### config.mk
export PLATFORM = sky130hd
export DESIGN_NAME = pin_change_trigger_holdoff_core
export DESIGN_NICKNAME = d
export VERILOG_FILES = /design/src/sv/pcth_pkg.sv /design/src/sv/pcth_lanes.sv /design/src/sv/pcth_pack.sv /design/src/sv/pin_change_trigger_holdoff_core.sv
export SDC_FILE = /design/constraint.sdc
export NUM_CORES = 1
export LEC_CHECK = 0
export BUFFER_PORTS_ARGS = -buffer_cell sky130_fd_sc_hd__buf_4
export CAP_MARGIN = 40
export CORE_ASPECT_RATIO = 2
export CORE_MARGIN = 2
export CORE_UTILIZATION = 38
export CTS_CLUSTER_SIZE = 20
export DETAILED_ROUTE_END_ITERATION = 16
export HOLD_SLACK_MARGIN = 0.02
export PLACE_DENSITY_LB_ADDON = 0.1
export SETUP_SLACK_MARGIN = 0.4
export SLEW_MARGIN = 20
export SYNTH_ARGS = -nofsm -noshare
export SYNTH_HDL_FRONTEND = slang
export SYNTH_SLANG_ARGS = --single-unit
export TNS_END_PERCENT = 5
### constraint.sdc
create_clock -name clk -period 11.9 [get_ports clk]
set_clock_uncertainty 0.1 [all_clocks]
set_input_delay 2.38 -clock clk [delete_from_list [all_inputs] [get_ports clk]]
set_output_delay 2.38 -clock clk [all_outputs]
set_load 0.01 [all_outputs]
### src/sv/pcth_pkg.sv
// ----------------------------------------------------------------------------
// pcth_pkg
// Shared types and constants of the pin change trigger unit.
// ----------------------------------------------------------------------------
package pcth_pkg;

  // Width of one pin field; also the number of pins the packing can address.
  localparam int unsigned PinWidth  = 16;
  localparam int unsigned TimeWidth = 64;
  localparam int unsigned CfgWidth  = 16;

  // Input item kinds, carried on s_tuser.
  typedef enum logic [1:0] {
    OP_EVENT = 2'd0,
    OP_TICK  = 2'd1,
    OP_ARM   = 2'd2
  } op_t;

  // Configuration register indexes.
  typedef enum logic [1:0] {
    CFG_USED_PINS     = 2'd0,
    CFG_HOLDOFF_TICKS = 2'd1,
    CFG_AUTO_ARMED    = 2'd2
  } cfg_idx_t;

  // Control from the execute stage to the hold-off counters.
  typedef struct packed {
    logic evt;   // a pin change event executes this cycle
    logic tick;  // a time tick executes this cycle
  } lane_ctl_t;

endpackage

### src/sv/pcth_lanes.sv
// ----------------------------------------------------------------------------
// pcth_lanes
// Per-pin hold-off counters and fire decision.
// ----------------------------------------------------------------------------
module pcth_lanes
  import pcth_pkg::*;
#(
  parameter int unsigned LANES = 16
) (
  input  logic                 clk,
  input  logic                 rst,
  input  lane_ctl_t            ctl,
  input  logic [LANES-1:0]     flags,
  input  logic [LANES-1:0]     armed,
  input  logic [PinWidth-1:0]  holdoff_ticks,
  output logic [LANES-1:0]     fired
);

  logic [PinWidth-1:0] holdoff_left [LANES];

  for (genvar i = 0; i < LANES; i++) begin : g_lane
    assign fired[i] = flags[i] & armed[i] & (holdoff_left[i] == '0);

    always_ff @(posedge clk) begin
      if (rst) begin
        holdoff_left[i] <= '0;
      end else if (ctl.evt && fired[i]) begin
        holdoff_left[i] <= holdoff_ticks;
      end else if (ctl.tick && holdoff_left[i] != '0) begin
        holdoff_left[i] <= holdoff_left[i] - 1'b1;
      end
    end
  end

endmodule

### src/sv/pcth_pack.sv
// ----------------------------------------------------------------------------
// pcth_pack
// Packs the bits selected by a mask down to the low end, in pin order.
// ----------------------------------------------------------------------------
module pcth_pack
  import pcth_pkg::*;
#(
  parameter int unsigned LANES = 16
) (
  input  logic [PinWidth-1:0] value,
  input  logic [PinWidth-1:0] sel,
  output logic [PinWidth-1:0] dout
);

  // Destination of each selected bit: the number of selected bits below it.
  logic [3:0] pos [LANES];

  for (genvar i = 0; i < LANES; i++) begin : g_pos
    localparam logic [PinWidth-1:0] BelowMask = PinWidth'((33'd1 << i) - 33'd1);
    assign pos[i] = 4'($countones(sel & BelowMask));
  end

  always_comb begin
    dout = '0;
    for (int j = 0; j < LANES; j++) begin
      for (int i = 0; i < LANES; i++) begin
        if (sel[i] && pos[i] == 4'(j)) begin
          dout[j] = dout[j] | value[i];
        end
      end
    end
  end

endmodule

### src/sv/pin_change_trigger_holdoff_core.sv
// ----------------------------------------------------------------------------
// pin_change_trigger_holdoff_core
// Sixteen-pin change trigger with per-pin hold-off and packed reports.
// ----------------------------------------------------------------------------
// Path: a report goes from the input register through the execute stage into the output register.
// Throughput: one item per cycle; the single execute stage after the input
// register sets this, and it stalls only while a report waits on m_tready.
// Reset (rst, synchronous): clears configuration, arms, hold-off counters and
// both valid flags.
module pin_change_trigger_holdoff_core
  import pcth_pkg::*;
#(
  parameter int unsigned PIN_COUNT = 16
) (
  input  logic         clk,
  input  logic         rst,
  // Configuration write port.
  input  logic         cfg_we,
  input  logic [1:0]   cfg_index,
  input  logic [15:0]  cfg_wdata,
  // Input items.
  input  logic         s_tvalid,
  output logic         s_tready,
  input  logic [111:0] s_tdata,  // edge_flags, pin_levels, event_time, arm_mask
  input  logic [1:0]   s_tuser,  // op
  // Reports.
  output logic         m_tvalid,
  input  logic         m_tready,
  output logic [95:0]  m_tdata   // fired_packed, snapshot_packed, report_time
);

  localparam int unsigned LANES = (PIN_COUNT < 16) ? PIN_COUNT : 16;

  // Configuration.
  logic [PinWidth-1:0] used_pins;
  logic [PinWidth-1:0] holdoff_ticks;
  logic [PinWidth-1:0] auto_armed;

  always_ff @(posedge clk) begin
    if (rst) begin
      used_pins     <= '0;
      holdoff_ticks <= '0;
      auto_armed    <= '0;
    end else if (cfg_we) begin
      case (cfg_idx_t'(cfg_index))
        CFG_USED_PINS:     used_pins     <= cfg_wdata;
        CFG_HOLDOFF_TICKS: holdoff_ticks <= cfg_wdata;
        CFG_AUTO_ARMED:    auto_armed    <= cfg_wdata;
        default: ;
      endcase
    end
  end

  // Input register.
  logic                 s1_valid;
  op_t                  s1_op;
  logic [PinWidth-1:0]  s1_flags;
  logic [PinWidth-1:0]  s1_levels;
  logic [TimeWidth-1:0] s1_time;
  logic [PinWidth-1:0]  s1_arm;

  logic      exec_go;
  logic      report;
  logic      out_free;
  lane_ctl_t lane_ctl;

  assign s_tready = !s1_valid || exec_go;

  always_ff @(posedge clk) begin
    if (rst) begin
      s1_valid <= 1'b0;
    end else if (s_tready) begin
      s1_valid <= s_tvalid;
    end
  end

  always_ff @(posedge clk) begin
    if (s_tvalid && s_tready) begin
      s1_op     <= op_t'(s_tuser);
      s1_flags  <= s_tdata[15:0];
      s1_levels <= s_tdata[31:16];
      s1_time   <= s_tdata[95:32];
      s1_arm    <= s_tdata[111:96];
    end
  end

  // Execute stage.
  logic [PinWidth-1:0] single_armed;
  logic [PinWidth-1:0] armed;
  logic [LANES-1:0]    fired;
  logic [PinWidth-1:0] fired_ext;
  logic [PinWidth-1:0] fired_packed;
  logic [PinWidth-1:0] snapshot_packed;

  assign armed    = single_armed | auto_armed;
  assign out_free = !m_tvalid || m_tready;
  assign report   = (s1_op == OP_EVENT) && (|fired);
  // Items without a report never wait on the output side.
  assign exec_go  = s1_valid && (!report || out_free);

  assign lane_ctl.evt  = exec_go && (s1_op == OP_EVENT);
  assign lane_ctl.tick = exec_go && (s1_op == OP_TICK);

  always_comb begin
    fired_ext = '0;
    fired_ext[LANES-1:0] = fired;
  end

  pcth_lanes #(.LANES(LANES)) u_lanes (
    .clk           (clk),
    .rst           (rst),
    .ctl           (lane_ctl),
    .flags         (s1_flags[LANES-1:0]),
    .armed         (armed[LANES-1:0]),
    .holdoff_ticks (holdoff_ticks),
    .fired         (fired)
  );

  pcth_pack #(.LANES(LANES)) u_pack_fired (
    .value (fired_ext),
    .sel   (used_pins),
    .dout  (fired_packed)
  );

  pcth_pack #(.LANES(LANES)) u_pack_levels (
    .value (s1_levels),
    .sel   (used_pins),
    .dout  (snapshot_packed)
  );

  always_ff @(posedge clk) begin
    if (rst) begin
      single_armed <= '0;
    end else if (lane_ctl.evt) begin
      single_armed <= single_armed & ~fired_ext;
    end else if (exec_go && s1_op == OP_ARM) begin
      single_armed <= single_armed | s1_arm;
    end
  end

  // Output register.
  always_ff @(posedge clk) begin
    if (rst) begin
      m_tvalid <= 1'b0;
    end else if (exec_go && report) begin
      m_tvalid <= 1'b1;
    end else if (m_tready) begin
      m_tvalid <= 1'b0;
    end
  end

  always_ff @(posedge clk) begin
    if (exec_go && report) begin
      m_tdata <= {s1_time, snapshot_packed, fired_packed};
    end
  end

endmodule

# After elaboration in Yosys (flattened, before gate mapping)
# Memory sizes are Yosys's and may differ from the RTL's.
# Cells that the tools add are included.
# classes
addsub	44
mul	0
div	0
n_lt_le_gt_ge	0
n_eq_ne	214
shifts	0
muxes	604
bitwise_logic	490
reduce_logical	326
# op_table
op	n
$mux W1	570
$mux W16	34
$or A1 B1 Y1	454
$eq A4 B4 Y1 const B	112
$logic_and A1 B1 Y1	265
$logic_not A16 Y1	16
$reduce_bool A16 Y1	16
$sub A16 B1 Y16 const B	16
$eq A4 B3 Y1 const B	56
$eq A4 B2 Y1 const B	28
$logic_not A4 Y1	15
$eq A4 B1 Y1 const B	14
$add A4 B4 Y4	12
$and A1 B1 Y1	32
$or A16 B16 Y16	2
$add A4 B1 Y4	7
$and A16 B16 Y16	1
$not A16 Y16	1
$reduce_or A16 Y1	1
$add A1 B1 Y2	7
$add A2 B2 Y3	2
$reduce_and A2 Y1	3
$eq A2 B1 Y1 const B	2
$eq A2 B2 Y1 const B	2
other kinds (4)	10
# totals
reg_bits	276
latch_bits	0
mem_bits_rw	256
rom_bits	0
input_bits	137
out_inout_bits	98
word_cells	1691
n_memories	1
# mem_list
name	words	word_bits	read_ports	rd_clocked_by_memory_dff	write_ports	line	rtl
u_lanes.holdoff_left	16	16	16	0	16	pcth_lanes.sv:19	logic [PinWidth-1:0] holdoff_left [LANES];

# Logic depth before layout (Yosys ltp)
# Gate-level depths: netlist (run 1).
# depth
ltp_word	34
ltp_mapped	21
depth_no_buf	18

# Hierarchy
# Synthesis (run 1) repeated with hierarchy kept, for this count alone.
# unflattened
hier_cells	2987
hier_area_um2	31363.8
# modules_own_cells
module	instances	cells_each	area_per_inst_um2	seq_area_each_um2
pcth_lanes	1	1491	15434.8	7687.4
pin_change_trigger_holdoff_core	1	568	9283.9	7627.3
pcth_pack (u_pack_fired)	1	475	3379.5	0.0
pcth_pack (u_pack_levels)	1	453	3265.6	0.0

# Least setup slack after synthesis (run 1)
# No wires, ideal clock.
# synth_path
kind	input -> register
start	input m_tready
end	register m_tdata[0], enable pin
t_arrival_ns	8.930
t_required_ns	11.131
path_slack_ns	2.201
stages	2
path_cell_list	nor2b_1 -> nor3_1
# synth_via
elab_chain_len	4
# synth_lines
item	line	rtl
from (decl)	pin_change_trigger_holdoff_core.sv:28	input logic m_tready,
$logic_or A1 B1 Y1	pin_change_trigger_holdoff_core.sv:96	assign out_free = !m_tvalid || m_tready;
$logic_or A1 B1 Y1	pin_change_trigger_holdoff_core.sv:99	assign exec_go = s1_valid && (!report || out_free);
$logic_and A1 B1 Y1	pin_change_trigger_holdoff_core.sv:99	
$logic_and A1 B1 Y1	pin_change_trigger_holdoff_core.sv:153	if (exec_go && report) begin
to (signal assigned)	pin_change_trigger_holdoff_core.sv:154	m_tdata <= {s1_time, snapshot_packed, fired_packed};
to (decl)	pin_change_trigger_holdoff_core.sv:29	output logic [95:0] m_tdata
# Every way passes these cells.
# A chain may end at the register's enable or synchronous reset.

# Worst setup path after layout (run 1)
# layout_path
start	register used_pins[0]
end	register m_tdata[15], data pin
# layout_via
elab_chain_len	30
word_cells_on_any_way	69
cone_classes	add/sub: 14; eq/ne: 14; mux: 14; bitwise: 13; reduce/logical: 14
# layout_lines
item	line	rtl
from (decl)	pin_change_trigger_holdoff_core.sv:35	logic [PinWidth-1:0] used_pins;
from (signal assigned)	pin_change_trigger_holdoff_core.sv:46	CFG_USED_PINS: used_pins <= cfg_wdata;
$add A1 B1 Y2 (implied by the code) *	pcth_pack.sv:20	assign pos[i] = 4'($countones(sel & BelowMask));
parallel branches: the longest is 28 deep, another holds $add A4 B1 Y4	n/a	
$mux W1 *	pcth_pack.sv:27	if (sel[i] && pos[i] == 4'(j)) begin
net fired_packed[15]	pin_change_trigger_holdoff_core.sv:92	logic [PinWidth-1:0] fired_packed;
# Mark *: on every way through the listed nets, which the timed path passes.

==> impl_results.md, run 1 <==
* Hold path depth at 0
* Worst endpoint required time at 12.18 ns
* Worst r2r src: used_pins[0]
* Crit path to: m_tdata[15]
* Die area at 0.0756 mm^2
* Crit. End Element: register
* Clock root buffer: clkbuf_16
* Number of global-route vias before repair at 23948
* PD cells at 129 mW/mm^2
* Gr ovfl total at 0
* Unrepaired setup endpoints after global routing: false
* Wirelength, routed at 113000 um
* Min cycle time layout at 7.47 ns
* Synth top area share at 0.502
* Netlist cell types at 79
* Syn. warnings at 0
* Combinational Power Share at 0.078
* Clk buf depth at 3
* Crit path DAT at 7.75 ns
* Clock share of power at 0.404
* Number of detailed-route iterations in the first pass at 5
* Starting Density at 0.383
* Post-synth EDFFs at 466
* I/O pin cnt at 235
* Final GP Congestion at 1.04
* Area delta synth->final at 17.4%
* Least-Margin Pin Slew at 1.05 ns
* Fraction of layout instances using a drive strength above 1 at 0.151
* Clk pin slew, worst setup/hold paths at 0.07 ns
* Post-CTS Resized at 0
* Postcts setup bufs at 0
* Via count at 23288
* Crit. Startpoint: used_pins[0]
* RR Endpoint: m_tdata[15]
* Post-synth top cells: edfxtp_1, o22ai_1, nand2_1
* Synth area leader: edfxtp_1
* Final Hold Fails at 0
* Synth top area cells: edfxtp_1, o22ai_1, dfxtp_1
* Die span in y at 387 um
* DRC violation count after routing at 0
* Largest net degree at the start of global routing at 55
* Synthesized instance count at 2574
* Crit Path Max Fanout at 13
* Synth async-reset ratio at 0
* Part of the power in registers at 0.517
* Number of synthesized register bits at 532
* Internal power at 3.15 mW
* Fillers at 6755
* Worst R2R Path Depth at 17
* First-pass GRT wire length at 162000 um
* Syn Area/Cell at 10.8 um^2
* Clock Latency Late Sink at 0.66 ns
* FF-to-FF setup slack at 4.43 ns
* H-tree depth at 2
* Buffers on Ports at 234
* Final period util at 0.627
* Netlist area before placement at 0.0279 mm^2
* TritonCTS clock tree: yes
* Met1 Use GR at 0.290
* Core box area at 0.0727 mm^2
* Busiest grt layer: met2
* Most common cell in the synthesized netlist: edfxtp_1
* Die width at 195 um
* Max Cap Viol at 0
* Hold_ws at 0.313 ns
* Routed len/inst at 29.9 um
* Met3 usage in global routing at 0.0518
* Leakage Power at 11.0 nW
* Slew HR at 0.301
* Met2 Track Usage GR at 0.541
* Setup TNS at 0 ns
* Slew Viols, Final at 0
* Status: finished, final reports clean
* Antenna Nets Post-Route at 0
* Syn_nets at 2783
* GRT Total Usage at 0.296
* Nets at 3038
* DR iter-0 viols at 1940
* Dpl hpwl at 86500 um
* Finish-stage setup viols at 0
* Hold_buf cts at 0
* Startpoint Class: register
* Num Clock Sinks at 532
* Setup Crit Path Kind: reg -> reg
* Sequential area share after synthesis at 0.550
* Vias per Instance at 6.14
* Psw at 1.06 mW
* Row count at 140
* VDD IR max at 0.000122 V
* Initial antenna violation count at 2
* Min-Delay Path Class: reg -> reg
* Switching share of power at 0.252
* CTS buffer count at 51
* Ys flop type: edfxtp_1
* Max Freq at 0.134 GHz
cell usage in the layout (no fill, tap or decap), types with 33 or more instances in the layout:
cell,synthesis,layout
a21oi_1,86,83
buf_4,2,282
clkbuf_16,0,52
dfxtp_1,66,66
edfxtp_1,466,466
ha_1,52,52
inv_1,85,85
nand2_1,277,275
nand2b_1,33,33
nand3_1,71,71
nor2_1,166,166
nor3_1,109,107
nor4_1,51,51
o21ai_0,87,87
o22ai_1,282,282
or3_1,36,36
xnor2_1,150,150
xor2_1,79,79
flip-flops by register name, indices dropped and copies added, names as in the netlist, 2 cells and up:
signal	cells
s1_time	64
u_lanes.holdoff_left	256
s1_levels	16
holdoff_ticks	16
s1_op	2
single_armed	16
s1_flags	16
used_pins	16
auto_armed	16
m_tdata	96
s1_arm	16
stage by stage:
stage	util	instances	power (mW)	instance area (um^2)	setup WS (ns)
after floorplan	-	2574	2.39	27900	2.20
after global placement	0.423	3676	2.53	30700	4.55
after detailed placement	0.427	3695	2.54	31000	4.39
after CTS	0.450	3789	4.24	32700	4.34
after global routing	0.450	3793	4.33	32700	4.20
final	0.450	3794	4.21	32700	4.43
metal layers:
layer / vias to the layer above / routed length [um]
met5: - / 27
met4: 4 / 10700
met3: 370 / 6450
met2: 1077 / 58900
met1: 11476 / 37200
li1: 10361 / -
logic make-up after synthesis:
family	Yosys count	share of synthesized area
simple gates	913	0.164
compound gates	643	0.150
flops	532	0.550
xor+xnor	229	0.0720
buf+inv	185	0.0258
fa+ha+maj	72	0.0377
power by group through the flow:
stage	logic, mW	registers, mW	clock network [mW]
floorplan	0.196	2.20	0
finish	0.329	2.18	1.70
global route	0.353	2.19	1.79
CTS	0.328	2.18	1.74
global placement	0.322	2.21	0
detailed placement	0.326	2.22	0
worst max-delay path, cell delays in order, from the launching register on:
cell and delay, ns:
dfxtp_1 0.47, inv_1 0.11, ha_1 0.41, inv_1 0.09, fa_1 0.64, inv_1 0.18, fa_1 0.63, ha_1 0.28
fa_1 0.42, xor2_1 0.64, inv_1 0.42, ha_1 0.57, fa_1 0.54, a21oi_1 0.19, xor2_1 0.47, o22ai_1 0.39
nor2b_1 0.23, or4_1 0.42
cell type report:
class	instances	area (um^2)	share of cell area
Sequential cell	532	15300	0.468
Multi-Input combinational cell	1857	11900	0.364
Timing Repair Buffer	300	2350	0.0717
Clock buffer	64	1370	0.0418
Tap cell	923	1150	0.0353
Inverter	87	327	0.00998
Clock inverter	30	298	0.00910
Antenna cell	1	2.50	0.0000765
how the worst min path moves through the flow:
stage	startpoint	to	slack (ns)
after floorplan	s1_time[0]	m_tdata[32]	0.30
final	s1_time[42]	m_tdata[74]	0.31
after CTS	s1_time[20]	m_tdata[52]	0.32
after global routing	s1_time[20]	m_tdata[52]	0.32
after global placement	s1_time[33]	m_tdata[65]	0.30
after detailed placement	s1_time[9]	m_tdata[41]	0.31
(Power assumes the default switching activity.)
==> run 2: changes to the inputs <==
- ABC_AREA: unset -> 1
- clock period: 11.9 -> 7.33 ns (I/O delays scaled with it)
==> run 2 against run 1 <==
Net effect: combinational power increased by 140%; first-iteration DRC count is 10% lower; non-clock buffer count rose by 12; maximum frequency rose by 20%; worst setup slack lost 3.3 ns; largest cell class unchanged.
==> impl_results.md, run 2 <==
* I/O pin cnt at 235 (unchanged)
* Max Cap Viol at 0 (unchanged)
* Gr ovfl total at 0 (unchanged)
* CTS buffer count at 53 (+3.9%)
* TritonCTS clock tree: yes
* Die width at 205 um (+4.7%)
* Commonest non-fill, non-tap cell in the layout: nand2_1
* Core box area at 0.0800 mm^2 (+10%)
* Final period util at 0.849 (+0.222)
* Slew HR at 0.405 (+0.104)
* Most frequent cells in the layout: nand2_1, nor2_1, edfxtp_1
* Antenna Nets Post-Route at 0 (unchanged)
* Crit path DAT at 6.62 ns (-1.13 ns)
* Post-CTS Resized at 0 (unchanged)
* GRT Total Usage at 0.269 (-0.0269)
* DR iter-0 viols at 1744 (-10%)
* Vias per Instance at 5.27 (-14%)
* Starting Density at 0.382 (-0.000715)
* Number of synthesized register bits at 532 (unchanged)
* Number of detailed-route iterations in the first pass at 6 (+1)
* Setup TNS at 0 ns (unchanged)
* Biggest regs: u_lanes.holdoff_left: 256 flops, m_tdata: 96 flops, s1_time: 64 flops
* Post-DP Area at 0.0338 mm^2 (+8.9%)
* Area delta synth->final at 16.9%
* Clock Latency Late Sink at 0.66 ns (about the same)
* Setup Crit Path Kind: reg -> reg
* H-tree depth at 2 (unchanged)
* Most common cell in the synthesized netlist: nand2_1
* Crit. End Element: register
* Max reg flops at 256 (unchanged)
* Nets at 4140 (+36%)
* Netlist cell types at 47 (-41%)
* Final GP Congestion at 0.998 (-3.8%)
* Min-Delay Path Class: reg -> reg
* CP cell instances: inv_1 -> ha_1 -> inv_1 -> fa_1 -> inv_1 -> fa_1 -> ha_1 -> fa_1 -> fa_1 -> ha_1 -> fa_1 -> inv_1 -> nand2_1 -> xor2_1 -> inv_1 -> nor2_1 -> nand2_1 -> o22ai_1 -> inv_1 -> nand3b_1
* Routed len/inst at 22.2 um (-26%)
* Sequential area share after synthesis at 0.500 (-0.0493)
* Clk buf depth at 3 (unchanged)
* DRC violation count after routing at 0 (unchanged)
* Hold_buf cts at 0 (unchanged)
* Crit Path Max Fanout at 10 (-3)
* Crit path top cell by count: inv_1
* Number of global-route vias before repair at 27216 (+14%)
* Reg with most FFs: u_lanes.holdoff_left
* Fraction of layout instances using a drive strength above 1 at 0.113 (-0.0378)
* Max Freq at 0.161 GHz (+20%)
* Num Clock Sinks at 532 (unchanged)
* Slew Viols, Final at 0 (unchanged)
* Crit-path max cell delay at 0.79 ns (+0.15 ns)
* Via count at 26472 (+14%)
* Final Hold Fails at 0 (unchanged)
* Finish-stage setup viols at 0 (unchanged)
* Row count at 147 (+5.0%)
* Synth top area share at 0.457 (-0.0451)
* Synth area leader: edfxtp_1
* Startpoint Class: register
* First-pass GRT wire length at 166000 um (+2.6%)
* Largest net degree at the start of global routing at 115 (+110%)
* Min cycle time layout at 6.22 ns (-1.24 ns)
* Syn Area/Cell at 8.28 um^2 (-23%)
* Critical path's slowest cell: fa_1
* Status: finished, final reports clean
* Initial antenna violation count at 1 (-1)
* Post-synth top cells: nand2_1, nor2_1, edfxtp_1
* Synth async-reset ratio at 0 (unchanged)
* Die area at 0.0830 mm^2 (+9.7%)
* Syn. warnings at 0 (unchanged)
* Wirelength, routed at 112000 um (-1.5%)
* Post-synth EDFFs at 466 (unchanged)
* Synth top area cells: edfxtp_1, nand2_1, nor2_1
* Least-Margin Pin Slew at 0.886 ns (-0.162 ns)
* Synthesized instance count at 3695 (+44%)
* Syn_nets at 3904 (+40%)
* Netlist area before placement at 0.0306 mm^2 (+9.9%)
* Leakage Power at 15.1 nW (+38%)
* Postcts setup bufs at 0 (unchanged)
* Unrepaired setup endpoints after global routing: false
* Worst endpoint required time at 7.72 ns (-4.46 ns)
* Final Core Density at 0.447 (-0.00279)
* Clk pin slew, worst setup/hold paths at 0.07 ns (about the same)
* Buffers on Ports at 234 (unchanged)
* Finished Cell Area at 0.0358 mm^2 (+9.4%)
* Dpl hpwl at 83400 um (-3.6%)
* Ys flop type: edfxtp_1
* PD cells at 205 mW/mm^2 (+60%)
* Die span in y at 405 um (+4.8%)
* VDD IR max at 0.000203 V (+66%)
* Clock root buffer: clkbuf_16
## run 2: changes by cell type in the layout (fill, tap and decap cells not counted), moves of 35 or more
cell,delta
inv_1,+283
nand2_1,+659
nand3_1,+296
nor2_1,+347
o21ai_0,+75
o22ai_1,-201
or3_1,-35
xnor2_1,-81
## run 2: layout make-up
cell class	count	area, um^2
antenna	1	2.50
clock buffer	67	1430
clock inverter	33	437
fill	8151	44200
inverter	379	1440
multi-input combinational	2653	13300
sequential	532	15300
tap	1043	1310
timing repair buffer	312	2530
## run 2: metal layers
metal / track usage / part of all wire
met2: 0.505 / 0.53
met3: 0.0415 / 0.052
met4: 0.170 / 0.073
met5: 0 / 0.000081
met1: 0.272 / 0.35
## run 2: report_power, final
part	internal, mW	switching (mW)
clock network	1.68	1.30
logic	0.259	0.534
registers	3.44	0.141
## run 2: critical path, delay by kind of cell, from the launching register on
kind,cells,cell delay [ns]
flip-flops,1,0.43
buffers and inverters,6,0.64
XOR/XNOR,1,0.43
AO/OA/AOI/OAI,1,0.14
AND/OR/NAND/NOR,4,0.57
adder cells (fa/ha/maj),8,3.76
## run 2: per-stage QoR
step	hold WS [ns]	setup WS [ns]	cells	total power, mW
2_1_floorplan	0.300	1.96	3695	4.05
3_3_place_gp	0.300	1.20	4877	4.40
3_5_place_dp	0.305	1.13	4908	4.42
4_1_cts	0.315	1.09	5008	7.41
5_1_grt	0.323	0.749	5019	7.58
6_report	0.314	1.11	5020	7.35
## run 2: kinds of logic after synthesis
group	after synthesis	share of synthesized area
AOI/OAI and AO/OA	377	0.0717
xor gates and xnor gates	158	0.0452
adders and majority gates	72	0.0343
buffers and inverters	510	0.0647
DFF	532	0.500
muxes	5	0.00164
and+or+nand+nor	2041	0.282
## run 2: final timing paths
kind                                   start     endpoint  slack [ns]  cells after the start
worst max-delay path            used_pins[0]  m_tdata[14]        1.11                     20
worst min-delay path             s1_time[44]  m_tdata[76]        0.31                      0
worst max register to register  used_pins[0]  m_tdata[14]        1.11                     20
worst min register to register   s1_time[44]  m_tdata[76]        0.31                      0
